==> config.mk <==
export PLATFORM = sky130hd
export DESIGN_NAME = actuator_slew_and_limit
export DESIGN_NICKNAME = d
export VERILOG_FILES = /design/src/rtl/asl_pkg.sv /design/src/rtl/asl_step_unit.sv /design/src/rtl/asl_surface_clamp.sv /design/src/rtl/actuator_slew_and_limit.sv
export SDC_FILE = /design/constraint.sdc
export NUM_CORES = 2
export LEC_CHECK = 0
export BUFFER_PORTS_ARGS = -buffer_cell sky130_fd_sc_hd__buf_2
export CAP_MARGIN = 20
export CORE_ASPECT_RATIO = 0.7
export CORE_MARGIN = 4
export CORE_UTILIZATION = 46
export CTS_BUF_LIST = sky130_fd_sc_hd__clkbuf_2 sky130_fd_sc_hd__clkbuf_4 sky130_fd_sc_hd__clkbuf_8
export CTS_CLUSTER_SIZE = 25
export DETAILED_ROUTE_END_ITERATION = 7
export SLEW_MARGIN = 5
export SYNTH_ARGS = -nofsm -noshare
export SYNTH_HDL_FRONTEND = slang
export SYNTH_SLANG_ARGS = --single-unit
==> constraint.sdc <==
create_clock -name clk -period 17.58 [get_ports clk]
set_clock_uncertainty 0.15 [all_clocks]
set_input_delay 0 -clock clk [delete_from_list [all_inputs] [get_ports clk]]
set_output_delay 0 -clock clk [all_outputs]
set_load 0.005 [all_outputs]
==> src/rtl/asl_pkg.sv <==
package asl_pkg;

    // Field widths
    localparam int unsigned CMD_W  = 16;
    localparam int unsigned DT_W   = 16;
    localparam int unsigned RATE_W = 24;
    localparam int unsigned LIM_W  = 15;
    localparam int unsigned THR_W  = 15;
    localparam int unsigned STEP_W = 16;
    localparam int unsigned PROD_W = RATE_W + DT_W;
    // Bounds after adding a step to a 16-bit value, with sign
    localparam int unsigned WIDE_W = CMD_W + 2;

    localparam logic [DT_W-1:0]   MIN_TIME_STEP = DT_W'(7);
    localparam logic [THR_W-1:0]  THROTTLE_FULL = THR_W'(16384);
    localparam logic [RATE_W-1:0] RATE_RESET    = RATE_W'(16384);
    localparam logic [LIM_W-1:0]  LIMIT_RESET   = LIM_W'(8192);

    typedef logic signed [CMD_W-1:0]  cmd_t;
    typedef logic signed [WIDE_W-1:0] wide_t;
    typedef logic [STEP_W-1:0]        step_t;

    // Configuration register indexes
    typedef enum logic [1:0] {
        REG_RATE  = 2'd0,
        REG_LIMIT = 2'd1
    } reg_idx_t;

endpackage

==> src/rtl/asl_step_unit.sv <==
module asl_step_unit (
    input  logic [asl_pkg::RATE_W-1:0] rate,
    input  logic [asl_pkg::DT_W-1:0]   time_step,
    output asl_pkg::step_t             step
);

    logic [asl_pkg::DT_W-1:0]          dt;
    logic [asl_pkg::PROD_W-1:0]        prod;
    logic [asl_pkg::RATE_W-1:0]        shifted;

    // Floor the time step, scale by the rate, drop the 2^-16 fraction, saturate to 16 bits
    always_comb
    begin
        dt      = (time_step < asl_pkg::MIN_TIME_STEP) ? asl_pkg::MIN_TIME_STEP : time_step;
        prod    = asl_pkg::PROD_W'(rate) * asl_pkg::PROD_W'(dt);
        shifted = prod[asl_pkg::PROD_W-1:asl_pkg::DT_W];
        if (|shifted[asl_pkg::RATE_W-1:asl_pkg::STEP_W])
            step = '1;
        else
            step = shifted[asl_pkg::STEP_W-1:0];
    end

endmodule

==> src/rtl/asl_surface_clamp.sv <==
module asl_surface_clamp (
    input  asl_pkg::cmd_t             cmd,
    input  asl_pkg::cmd_t             last,
    input  asl_pkg::step_t            step,
    input  logic [asl_pkg::LIM_W-1:0] limit,
    output asl_pkg::cmd_t             result
);

    asl_pkg::wide_t cmd_w;
    asl_pkg::wide_t last_w;
    asl_pkg::wide_t step_w;
    asl_pkg::wide_t lo;
    asl_pkg::wide_t hi;
    asl_pkg::wide_t lim_p;
    asl_pkg::wide_t lim_n;
    asl_pkg::wide_t slewed;
    asl_pkg::wide_t bounded;

    always_comb
    begin
        cmd_w  = {{2{cmd[asl_pkg::CMD_W-1]}}, cmd};
        last_w = {{2{last[asl_pkg::CMD_W-1]}}, last};
        step_w = {2'b00, step};
        lo     = last_w - step_w;
        hi     = last_w + step_w;
        lim_p  = {3'b000, limit};
        lim_n  = -lim_p;

        // Slew window around the previous output first
        slewed = (cmd_w > hi) ? hi : cmd_w;
        if (slewed < lo)
            slewed = lo;

        // Then the absolute surface range
        bounded = (slewed > lim_p) ? lim_p : slewed;
        if (bounded < lim_n)
            bounded = lim_n;

        result = bounded[asl_pkg::CMD_W-1:0];
    end

endmodule

==> src/rtl/actuator_slew_and_limit.sv <==
// Channel | Direction | Handshake                | Payload
// --------+-----------+--------------------------+------------------------------------------
// in      | sink      | in_valid / in_stall      | roll/pitch/yaw/throttle_command, time_step
// out     | source    | out_valid / out_stall    | roll_out, pitch_out, yaw_out, throttle_out
// cfg     | sink      | cfg_valid / cfg_ready    | cfg_index, cfg_data
//
// One word per clock in and out while out_stall is low; out_valid is stage three's valid.
// Stage one is the input register, stage two holds the registered step from the
// 24x16 rate multiplier, stage three is the result register fed by the clamps.
// Reset clears the valid flags and the previous surface outputs, and loads the two
// config registers with their defaults.
// Stages close up over bubbles; in_stall rises only when all three stages hold a word
// and out_stall is high. cfg_ready is always high.
module actuator_slew_and_limit (
    input  logic                        clk,
    input  logic                        rst_n,

    input  logic                        in_valid,
    output logic                        in_stall,
    input  asl_pkg::cmd_t               roll_command,
    input  asl_pkg::cmd_t               pitch_command,
    input  asl_pkg::cmd_t               yaw_command,
    input  logic signed [15:0]          throttle_command,
    input  logic [asl_pkg::DT_W-1:0]    time_step,

    output logic                        out_valid,
    input  logic                        out_stall,
    output asl_pkg::cmd_t               roll_out,
    output asl_pkg::cmd_t               pitch_out,
    output asl_pkg::cmd_t               yaw_out,
    output logic [asl_pkg::THR_W-1:0]   throttle_out,

    input  logic                        cfg_valid,
    output logic                        cfg_ready,
    input  logic [1:0]                  cfg_index,
    input  logic [asl_pkg::RATE_W-1:0]  cfg_data
);

    // Configuration
    logic [asl_pkg::RATE_W-1:0] rate_reg;
    logic [asl_pkg::LIM_W-1:0]  limit_reg;

    // Stage one: input register
    logic                       s1_valid_reg;
    asl_pkg::cmd_t              s1_roll_reg;
    asl_pkg::cmd_t              s1_pitch_reg;
    asl_pkg::cmd_t              s1_yaw_reg;
    logic signed [15:0]         s1_thr_reg;
    logic [asl_pkg::DT_W-1:0]   s1_dt_reg;

    // Stage two: step and clamped throttle
    logic                       s2_valid_reg;
    asl_pkg::cmd_t              s2_roll_reg;
    asl_pkg::cmd_t              s2_pitch_reg;
    asl_pkg::cmd_t              s2_yaw_reg;
    logic [asl_pkg::THR_W-1:0]  s2_thr_reg;
    asl_pkg::step_t             s2_step_reg;

    // Stage three: result register
    logic                       s3_valid_reg;
    asl_pkg::cmd_t              s3_roll_reg;
    asl_pkg::cmd_t              s3_pitch_reg;
    asl_pkg::cmd_t              s3_yaw_reg;
    logic [asl_pkg::THR_W-1:0]  s3_thr_reg;

    // Previous surface outputs
    asl_pkg::cmd_t              last_roll_reg;
    asl_pkg::cmd_t              last_pitch_reg;
    asl_pkg::cmd_t              last_yaw_reg;
    asl_pkg::cmd_t              last_roll_next;
    asl_pkg::cmd_t              last_pitch_next;
    asl_pkg::cmd_t              last_yaw_next;

    logic                       adv1;
    logic                       adv2;
    logic                       adv3;
    asl_pkg::step_t             step;
    logic [asl_pkg::THR_W-1:0]  thr_sat;

    // A stage takes a word when it is empty or its word moves on
    assign adv3     = !s3_valid_reg || !out_stall;
    assign adv2     = !s2_valid_reg || adv3;
    assign adv1     = !s1_valid_reg || adv2;
    assign in_stall = !adv1;
    assign cfg_ready = 1'b1;

    assign out_valid    = s3_valid_reg;
    assign roll_out     = s3_roll_reg;
    assign pitch_out    = s3_pitch_reg;
    assign yaw_out      = s3_yaw_reg;
    assign throttle_out = s3_thr_reg;

    // Register writes; unknown indexes drop
    always_ff @(posedge clk or negedge rst_n)
    begin
        if (!rst_n)
        begin
            rate_reg  <= asl_pkg::RATE_RESET;
            limit_reg <= asl_pkg::LIMIT_RESET;
        end
        else if (cfg_valid && cfg_ready)
        begin
            case (cfg_index)
                asl_pkg::REG_RATE:  rate_reg  <= cfg_data;
                asl_pkg::REG_LIMIT: limit_reg <= cfg_data[asl_pkg::LIM_W-1:0];
                default:            ;
            endcase
        end
    end

    asl_step_unit u_step (
        .rate      (rate_reg),
        .time_step (s1_dt_reg),
        .step      (step)
    );

    // Throttle to zero through full scale
    always_comb
    begin
        if (s1_thr_reg[15])
            thr_sat = '0;
        else if (s1_thr_reg[14:0] > asl_pkg::THROTTLE_FULL)
            thr_sat = asl_pkg::THROTTLE_FULL;
        else
            thr_sat = s1_thr_reg[14:0];
    end

    asl_surface_clamp u_roll (
        .cmd    (s2_roll_reg),
        .last   (last_roll_reg),
        .step   (s2_step_reg),
        .limit  (limit_reg),
        .result (last_roll_next)
    );

    asl_surface_clamp u_pitch (
        .cmd    (s2_pitch_reg),
        .last   (last_pitch_reg),
        .step   (s2_step_reg),
        .limit  (limit_reg),
        .result (last_pitch_next)
    );

    asl_surface_clamp u_yaw (
        .cmd    (s2_yaw_reg),
        .last   (last_yaw_reg),
        .step   (s2_step_reg),
        .limit  (limit_reg),
        .result (last_yaw_next)
    );

    // Valid flags and previous outputs
    always_ff @(posedge clk or negedge rst_n)
    begin
        if (!rst_n)
        begin
            s1_valid_reg   <= 1'b0;
            s2_valid_reg   <= 1'b0;
            s3_valid_reg   <= 1'b0;
            last_roll_reg  <= '0;
            last_pitch_reg <= '0;
            last_yaw_reg   <= '0;
        end
        else
        begin
            if (adv1)
                s1_valid_reg <= in_valid;
            if (adv2)
                s2_valid_reg <= s1_valid_reg;
            if (adv3)
                s3_valid_reg <= s2_valid_reg;
            // Advance the surface history only when a word enters the result register
            if (adv3 && s2_valid_reg)
            begin
                last_roll_reg  <= last_roll_next;
                last_pitch_reg <= last_pitch_next;
                last_yaw_reg   <= last_yaw_next;
            end
        end
    end

    // Payload registers
    always_ff @(posedge clk)
    begin
        if (adv1 && in_valid)
        begin
            s1_roll_reg  <= roll_command;
            s1_pitch_reg <= pitch_command;
            s1_yaw_reg   <= yaw_command;
            s1_thr_reg   <= throttle_command;
            s1_dt_reg    <= time_step;
        end
        if (adv2 && s1_valid_reg)
        begin
            s2_roll_reg  <= s1_roll_reg;
            s2_pitch_reg <= s1_pitch_reg;
            s2_yaw_reg   <= s1_yaw_reg;
            s2_thr_reg   <= thr_sat;
            s2_step_reg  <= step;
        end
        if (adv3 && s2_valid_reg)
        begin
            s3_roll_reg  <= last_roll_next;
            s3_pitch_reg <= last_pitch_next;
            s3_yaw_reg   <= last_yaw_next;
            s3_thr_reg   <= s2_thr_reg;
        end
    end

    // The history always matches the word in the result register
    a_last_matches_out: assert property (@(posedge clk) disable iff (!rst_n)
        out_valid |-> (last_roll_reg == roll_out && last_pitch_reg == pitch_out
                       && last_yaw_reg == yaw_out))
        else $error("surface history differs from the result register");

    // Input backs up only with every stage full and the output stalled
    a_stall_only_full: assert property (@(posedge clk) disable iff (!rst_n)
        in_stall |-> (s1_valid_reg && s2_valid_reg && s3_valid_reg && out_stall))
        else $error("input stalled with room in the pipeline");

    a_throttle_range: assert property (@(posedge clk) disable iff (!rst_n)
        out_valid |-> (throttle_out <= asl_pkg::THROTTLE_FULL))
        else $error("throttle above full scale");

endmodule
### After elaboration in Yosys (flattened, before gate mapping)

Cells that the tools add are included.

| storage, ports and cells | value |
|---|---|
| flip-flop bits (word level) | 312 |
| input port bits | 111 |
| output and inout port bits | 66 |
| logic and storage cells | 76 |

| cells by class | value |
|---|---|
| $add $sub $neg | 7 |
| multiply operators | 1 |
| $lt $le $gt $ge | 14 |
| equality and inequality tests | 1 |
| mux-type cells | 14 |
| reductions and logical operators | 16 |

Operator list:

| operator | number |
|---|---|
| $mux 18 | 9 |
| $lt 18x18->1 | 6 |
| $mux 16 | 4 |
| $add 16x17->18 | 3 |
| $gt 16x18->1 | 3 |
| $gt 18x16->1 | 3 |
| $sub 16x17->18 | 3 |
| $mul 24x16->40 | 1 |
| $neg 15->18 | 1 |
| $lt 16x3->1 const B | 1 |
| $gt 15x15->1 const B | 1 |
| $mux 15 | 1 |
| $reduce_or 8->1 | 1 |
| $logic_not 1->1 | 5 |
| $reduce_and 2->1 | 2 |
| $logic_and 1x1->1 | 3 |
| $logic_or 1x1->1 | 3 |
| $eq 2x1->1 const B | 1 |
| $logic_not 2->1 | 1 |
| $reduce_or 2->1 | 1 |

### Logic depth before layout (Yosys ltp)

| depth | value |
|---|---|
| word-level depth | 9 |
| mapped depth | 67 |
| gate-level depth less buffers | 63 |

### By module

From an unflattened synthesis, not the netlist that was laid out.

| second synthesis, totals | value |
|---|---|
| cell total of the unflattened synthesis | 3,996 |
| area, all modules | 36,835.3 sq um |

Modules (own cells, without submodules):

| module | times used | cells each | area an instance (sq um) | sequential area each (sq um) |
|---|---|---|---|---|
| asl_surface_clamp | 3 | 688 | 4,625.7 | 0.0 |
| asl_step_unit | 1 | 1,495 | 12,758.5 | 0.0 |
| actuator_slew_and_limit | 1 | 437 | 10,199.8 | 8,921.1 |

### Worst setup path after synthesis

OpenSTA, ideal clock, no wires.

| path | value |
|---|---|
| path kind | register to register |
| start point | register s2_step_reg[1] |
| end point | register last_roll_reg[10] |
| setup time | 0.125 ns |
| arrival time | 11.895 ns |
| required time | 17.305 ns |
| path slack | 5.411 ns |
| stages on the path, launching flop included | 64 |
| buffers on the path | 6 |
| clock period less this slack | 12.169 ns |
| cell sequence | edfxtp_1 -> inv_1 -> fa_1 -> o21bai_1 -> a21oi_1 -> o21ai_0 -> a31oi_1 -> o21bai_1 -> a21oi_1 -> o21ai_0 -> xnor2_1 -> inv_1 -> ha_1 -> nand3_1 -> nor4_1 -> nand2_1 -> o32a_1 -> a31oi_1 -> [28 not listed] -> buf_2 -> buf_2 -> mux2_2 -> ha_1 -> a21o_1 -> a21o_1 -> a21o_1 -> a21oi_1 -> nor2b_1 -> o21ai_0 -> nand2b_1 -> a21oi_1 -> o311ai_0 -> or4_1 -> o31ai_4 -> buf_6 -> mux2_2 -> mux2_2 |

| on the way | value |
|---|---|
| word-level cells in the longest chain between the ends | 9 |
| elaborated cells between the ends (all ways) | 10 |
| classes of those cells | 2 x add/sub; 4 x order compare; 4 x mux |

Ends and longest elaborated chain:

| item | RTL line | text |
|---|---|---|
| start: declaration | actuator_slew_and_limit.sv:57 | `asl_pkg::step_t s2_step_reg;` |
| start signal: assignment | actuator_slew_and_limit.sv:199 | `s2_step_reg <= step;` |
| $add 16x17->18 | asl_surface_clamp.sv:25 | `hi = last_w + step_w;` |
| $gt 16x18->1 | asl_surface_clamp.sv:30 | `slewed = (cmd_w > hi) ? hi : cmd_w;` |
| $mux 18 | asl_surface_clamp.sv:30 |  |
| $lt 18x18->1 | asl_surface_clamp.sv:31 | `if (slewed < lo)` |
| $mux 18 (*) | asl_surface_clamp.sv:31 |  |
| $gt 18x16->1 | asl_surface_clamp.sv:35 | `bounded = (slewed > lim_p) ? lim_p : slewed;` |
| $mux 18 (*) | asl_surface_clamp.sv:35 |  |
| $lt 18x18->1 | asl_surface_clamp.sv:36 | `if (bounded < lim_n)` |
| $mux 16 (*) | asl_surface_clamp.sv:36 |  |
| via last_roll_next[10] | actuator_slew_and_limit.sv:70 | `asl_pkg::cmd_t last_roll_next;` |
| end signal: assignment | actuator_slew_and_limit.sv:175 | `last_roll_reg <= last_roll_next;` |
| end: declaration | actuator_slew_and_limit.sv:67 | `asl_pkg::cmd_t last_roll_reg;` |

Mark *: on every way through the listed nets, which the timed path passes. The rest lies on a longest branch.
A chain may end at the register's enable or synchronous reset.

### Worst setup path after layout

| path | value |
|---|---|
| start point | register s2_step_reg[1] |
| end point | register last_roll_reg[3] |

The elaborated chain is that of the path after synthesis.

==> results by group <==
Status
  – Run status: complete, no violations

Route
  – Routed Wire Length: 112000 um
  – Via count: 27075
  – First-pass detailed-route iteration total: 6
  – Violation count after the first detailed-route iteration: 2493
  – Number of nets with antenna violations after detailed routing: 0
  – WL per Instance: 23.3 um
  – Number of remaining DRC errors: 0
  – Routed vias/inst: 5.61

Clocking
  – Post-CTS setup-driven buffer insertion count: 0
  – Number of hold buffers added after CTS: 230
  – Root buffer selected by CTS: sky130_fd_sc_hd__clkbuf_8
  – CTS Buf Count: 54
  – Clock slew at reported path FFs: 60 ps
  – Post-cts repair resize count: 0
  – CTS tree: built
  – H-tree lvl count: 2
  – Clock Sinks: 312
  – Worst-Skew Late Latency: 690 ps
  – Worst-case clock buffer depth: 3

Final layout
  – Area taken by flip-flops and latches: 8920 um^2
  – Flip-flop count of the largest register, all copies and words added: 24
  – Synthesis-to-layout area growth: 15.8%
  – Area of combinational cells with multiple inputs: 22800 um^2
  – Fraction of final layout cells with drive strength greater than 1: 13.7%
  – Nets: 4628
  – Filler Cell Count: 6641
  – Share of the core filled with cells: 53.8%

Synthesis
  – Fraction of synthesis flops using an asynchronous set or reset pin: 28.8%
  – Prevailing post-synth register cell: sky130_fd_sc_hd__edfxtp_1
  – Mapped Nets: 4255
  – Netlist Area Pre-Place: 34100 um^2
  – Register bit count reported by yosys: 312
  – Share of synthesized area occupied by flip-flops and latches: 26.2%
  – Number of instances in the synthesized netlist: 3429
  – Synthesis Warnings: 0
  – Count of distinct cell types in the synthesized netlist: 86
  – Mapped Avg Cell Area: 9.94 um^2
  – EDFF count, synth: 222

Floorplanning
  – Core footprint: 73300 um^2
  – Num ports: 177
  – Standard-cell row count: 83
  – Die extent in x: 333 um
  – Die boundary height: 236 um
  – Die area: 78600 um^2
  – Initial standard-cell utilization of the core: 46.5%

Critical path
  – Cell with the largest stage delay on the worst path: sky130_fd_sc_hd__o31ai_4
  – Startpoint-to-endpoint class of the critical path: flop to flop
  – Worst Path Required: 17990 ps
  – Cell seen most often among critical-path stages: sky130_fd_sc_hd__a21oi_1
  – Critical Path Sink Type: flop
  – Worst path max stage delay: 840 ps
  – Element type at the critical path start: flop
  – Arrival time at the worst endpoint: 15880 ps
  – Peak fanout along the critical path: 24
  – R2R Path Start: s2_step_reg[1]$_SDFFCE_PP1P_
  – Setup slack of the worst register-to-register path: 2120 ps
  – Launch point of the critical path: s2_step_reg[1]$_SDFFCE_PP1P_
  – Worst Setup EP: last_roll_reg[3]$_DFFE_PN0P_
  – Worst Reg-to-Reg Cells: 56
  – Worst flop-to-flop path endpoint: last_roll_reg[3]$_DFFE_PN0P_

Timing
  – Worst-case hold slack: 216 ps
  – Final number of max-transition violations: 0
  – Upper clock frequency limit: 64.7 MHz
  – Total negative slack for setup checks: 0 ps
  – Final worst-path cycle share: 88.0%
  – Hold Violations, Final: 0
  – Setup repair after global routing missed its margin: no
  – Number of setup violations in the final report: 0
  – Measured slew at the worst slew-check pin: 1130 ps
  – Fin crit period: 15460 ps
  – Slew HR: 22.5%

Placed design
  – Global placement routability congestion: 1.03
  – Final HPWL DP: 85900 um
  – IO Port Bufs: 175

Run
  – Max capacitance violation total: 0

Worst hold path
  – Hold/Removal Path Class: input pin to asynchronous set/reset pin

GRT
  – Largest net degree at the start of global routing: 60
  – Global routing usage summed across all routing layers: 28.4%
  – Total global routing overflow: 0
  – Number of global-route vias before repair: 27094
  – Global-route wire length before repair: 170000 um
  – Initial antenna violation count: 3
Yosys cell counts (5+ instances only):
cell / number / area, um^2
sky130_fd_sc_hd__inv_1: 493 / 1850
sky130_fd_sc_hd__ha_1: 404 / 5050
sky130_fd_sc_hd__nand2_1: 323 / 1210
sky130_fd_sc_hd__fa_1: 311 / 6230
sky130_fd_sc_hd__edfxtp_1: 222 / 6670
sky130_fd_sc_hd__and2_1: 171 / 1070
sky130_fd_sc_hd__a21oi_1: 170 / 851
sky130_fd_sc_hd__mux2_2: 166 / 1870
sky130_fd_sc_hd__nor2_1: 160 / 601
sky130_fd_sc_hd__clkbuf_1: 99 / 372
sky130_fd_sc_hd__dfrtp_1: 88 / 2200
sky130_fd_sc_hd__o21ai_0: 85 / 425
sky130_fd_sc_hd__xnor2_1: 82 / 718
sky130_fd_sc_hd__a21o_1: 63 / 473
sky130_fd_sc_hd__nor2b_1: 43 / 269
sky130_fd_sc_hd__mux2i_1: 41 / 410
sky130_fd_sc_hd__nand4_1: 39 / 244
sky130_fd_sc_hd__nor3_1: 38 / 190
sky130_fd_sc_hd__xor2_1: 33 / 289
sky130_fd_sc_hd__nand2b_1: 32 / 200
sky130_fd_sc_hd__nand3_1: 31 / 155
sky130_fd_sc_hd__o21bai_1: 26 / 195
sky130_fd_sc_hd__a31oi_1: 19 / 119
sky130_fd_sc_hd__buf_2: 19 / 95.1
sky130_fd_sc_hd__a211oi_1: 18 / 135
sky130_fd_sc_hd__nor4_1: 18 / 113
sky130_fd_sc_hd__mux2_1: 14 / 158
sky130_fd_sc_hd__o211ai_1: 14 / 105
sky130_fd_sc_hd__a211o_1: 13 / 114
sky130_fd_sc_hd__o21a_1: 13 / 97.6
sky130_fd_sc_hd__a31o_2: 12 / 105
sky130_fd_sc_hd__and3_1: 11 / 68.8
sky130_fd_sc_hd__or3_1: 11 / 68.8
sky130_fd_sc_hd__o31ai_1: 10 / 75.1
sky130_fd_sc_hd__nand3b_1: 9 / 67.6
sky130_fd_sc_hd__o22ai_1: 8 / 50.1
sky130_fd_sc_hd__or2_2: 8 / 50.1
sky130_fd_sc_hd__mux2_4: 7 / 105
sky130_fd_sc_hd__o211a_1: 7 / 70.1
sky130_fd_sc_hd__a221oi_1: 6 / 52.6
sky130_fd_sc_hd__buf_4: 5 / 37.5
sky130_fd_sc_hd__nor3b_1: 5 / 37.5
layout make-up:
| type | count | area share, % |
|---|---|---|
| multi-input combinational | 2495 | 57.8 |
| clock inverter | 32 | 0.768 |
| timing repair buffer | 443 | 8.81 |
| antenna | 1 | 0.00634 |
| inverter | 496 | 4.73 |
| sequential | 312 | 22.6 |
| clock buffer | 69 | 2.22 |
| tap | 977 | 3.10 |
worst min-delay path by stage:
stage	startpoint	depth (start not counted)	end
floorplan	rst_n	0	last_pitch_reg[0]$_DFFE_PN0P_
global placement	rst_n	1	last_roll_reg[0]$_DFFE_PN0P_
detailed placement	rst_n	1	last_roll_reg[0]$_DFFE_PN0P_
CTS	rst_n	4	last_roll_reg[0]$_DFFE_PN0P_
global route	rst_n	4	last_roll_reg[13]$_DFFE_PN0P_
finish	rst_n	4	last_roll_reg[0]$_DFFE_PN0P_
worst max-delay path: cells and delay by family, from the launching register on:
kind            cells  cell delay, ps
flops               1             410
buf+inv             3             510
simple gates       16            4450
mux                 6            2580
fa+ha+maj           5            1760
xor+xnor            1             180
compound gates     25            5260
layer usage:
layer  wire length [um]  global-route usage, %  vias up
li1                   -                      -    12295
met1              52200                   43.3    13385
met2              44500                   39.3     1243
met3              13300                   9.35      150
met4               2040                   5.08        2
met5                188                      0        -
kinds of logic (layout without fill, tap and decap cells):
kind of cell	after synthesis	in the layout	share of synthesized area, %
simple gates	919	919	13.3
fa+ha+maj	716	716	33.1
buf+inv	622	1040	7.02
compound gates	514	514	9.84
flops	312	312	26.2
mux	230	230	7.57
xor+xnor	115	115	2.96
other cells	1	2	0.0110
stage by stage:
stage / std cells / worst slack [ps] / area, um^2
after floorplan: 3429 / 5410 / 34100
after global placement: 4493 / 2830 / 35900
after detailed placement: 4493 / 2530 / 35900
after CTS: 4824 / 2520 / 39400
after global routing: 4824 / 1020 / 39400
final: 4825 / 2120 / 39400
placed cells by master, fill, tap and decap left out, types with 14 or more instances in the layout:
| cell type | n |
|---|---|
| sky130_fd_sc_hd__inv_1 | 492 |
| sky130_fd_sc_hd__ha_1 | 404 |
| sky130_fd_sc_hd__nand2_1 | 323 |
| sky130_fd_sc_hd__fa_1 | 311 |
| sky130_fd_sc_hd__dlygate4sd3_1 | 229 |
| sky130_fd_sc_hd__edfxtp_1 | 222 |
| sky130_fd_sc_hd__buf_2 | 174 |
| sky130_fd_sc_hd__a21oi_1 | 170 |
| sky130_fd_sc_hd__and2_1 | 169 |
| sky130_fd_sc_hd__mux2_2 | 166 |
| sky130_fd_sc_hd__nor2_1 | 160 |
| sky130_fd_sc_hd__dfrtp_1 | 88 |
| sky130_fd_sc_hd__o21ai_0 | 85 |
| sky130_fd_sc_hd__xnor2_1 | 82 |
| sky130_fd_sc_hd__a21o_1 | 63 |
| sky130_fd_sc_hd__clkbuf_8 | 57 |
| sky130_fd_sc_hd__nor2b_1 | 43 |
| sky130_fd_sc_hd__mux2i_1 | 40 |
| sky130_fd_sc_hd__nand4_1 | 39 |
| sky130_fd_sc_hd__buf_4 | 39 |
| sky130_fd_sc_hd__nor3_1 | 38 |
| sky130_fd_sc_hd__xor2_1 | 33 |
| sky130_fd_sc_hd__nand2b_1 | 32 |
| sky130_fd_sc_hd__nand3_1 | 31 |
| sky130_fd_sc_hd__o21bai_1 | 26 |
| sky130_fd_sc_hd__a31oi_1 | 19 |
| sky130_fd_sc_hd__nor4_1 | 18 |
| sky130_fd_sc_hd__a211oi_1 | 17 |
| sky130_fd_sc_hd__o211ai_1 | 14 |
| sky130_fd_sc_hd__mux2_1 | 14 |
Power is left out: the tool's default activity adds up to more than one toggle a clock period on the data nets, which glitch-free logic cannot reach.
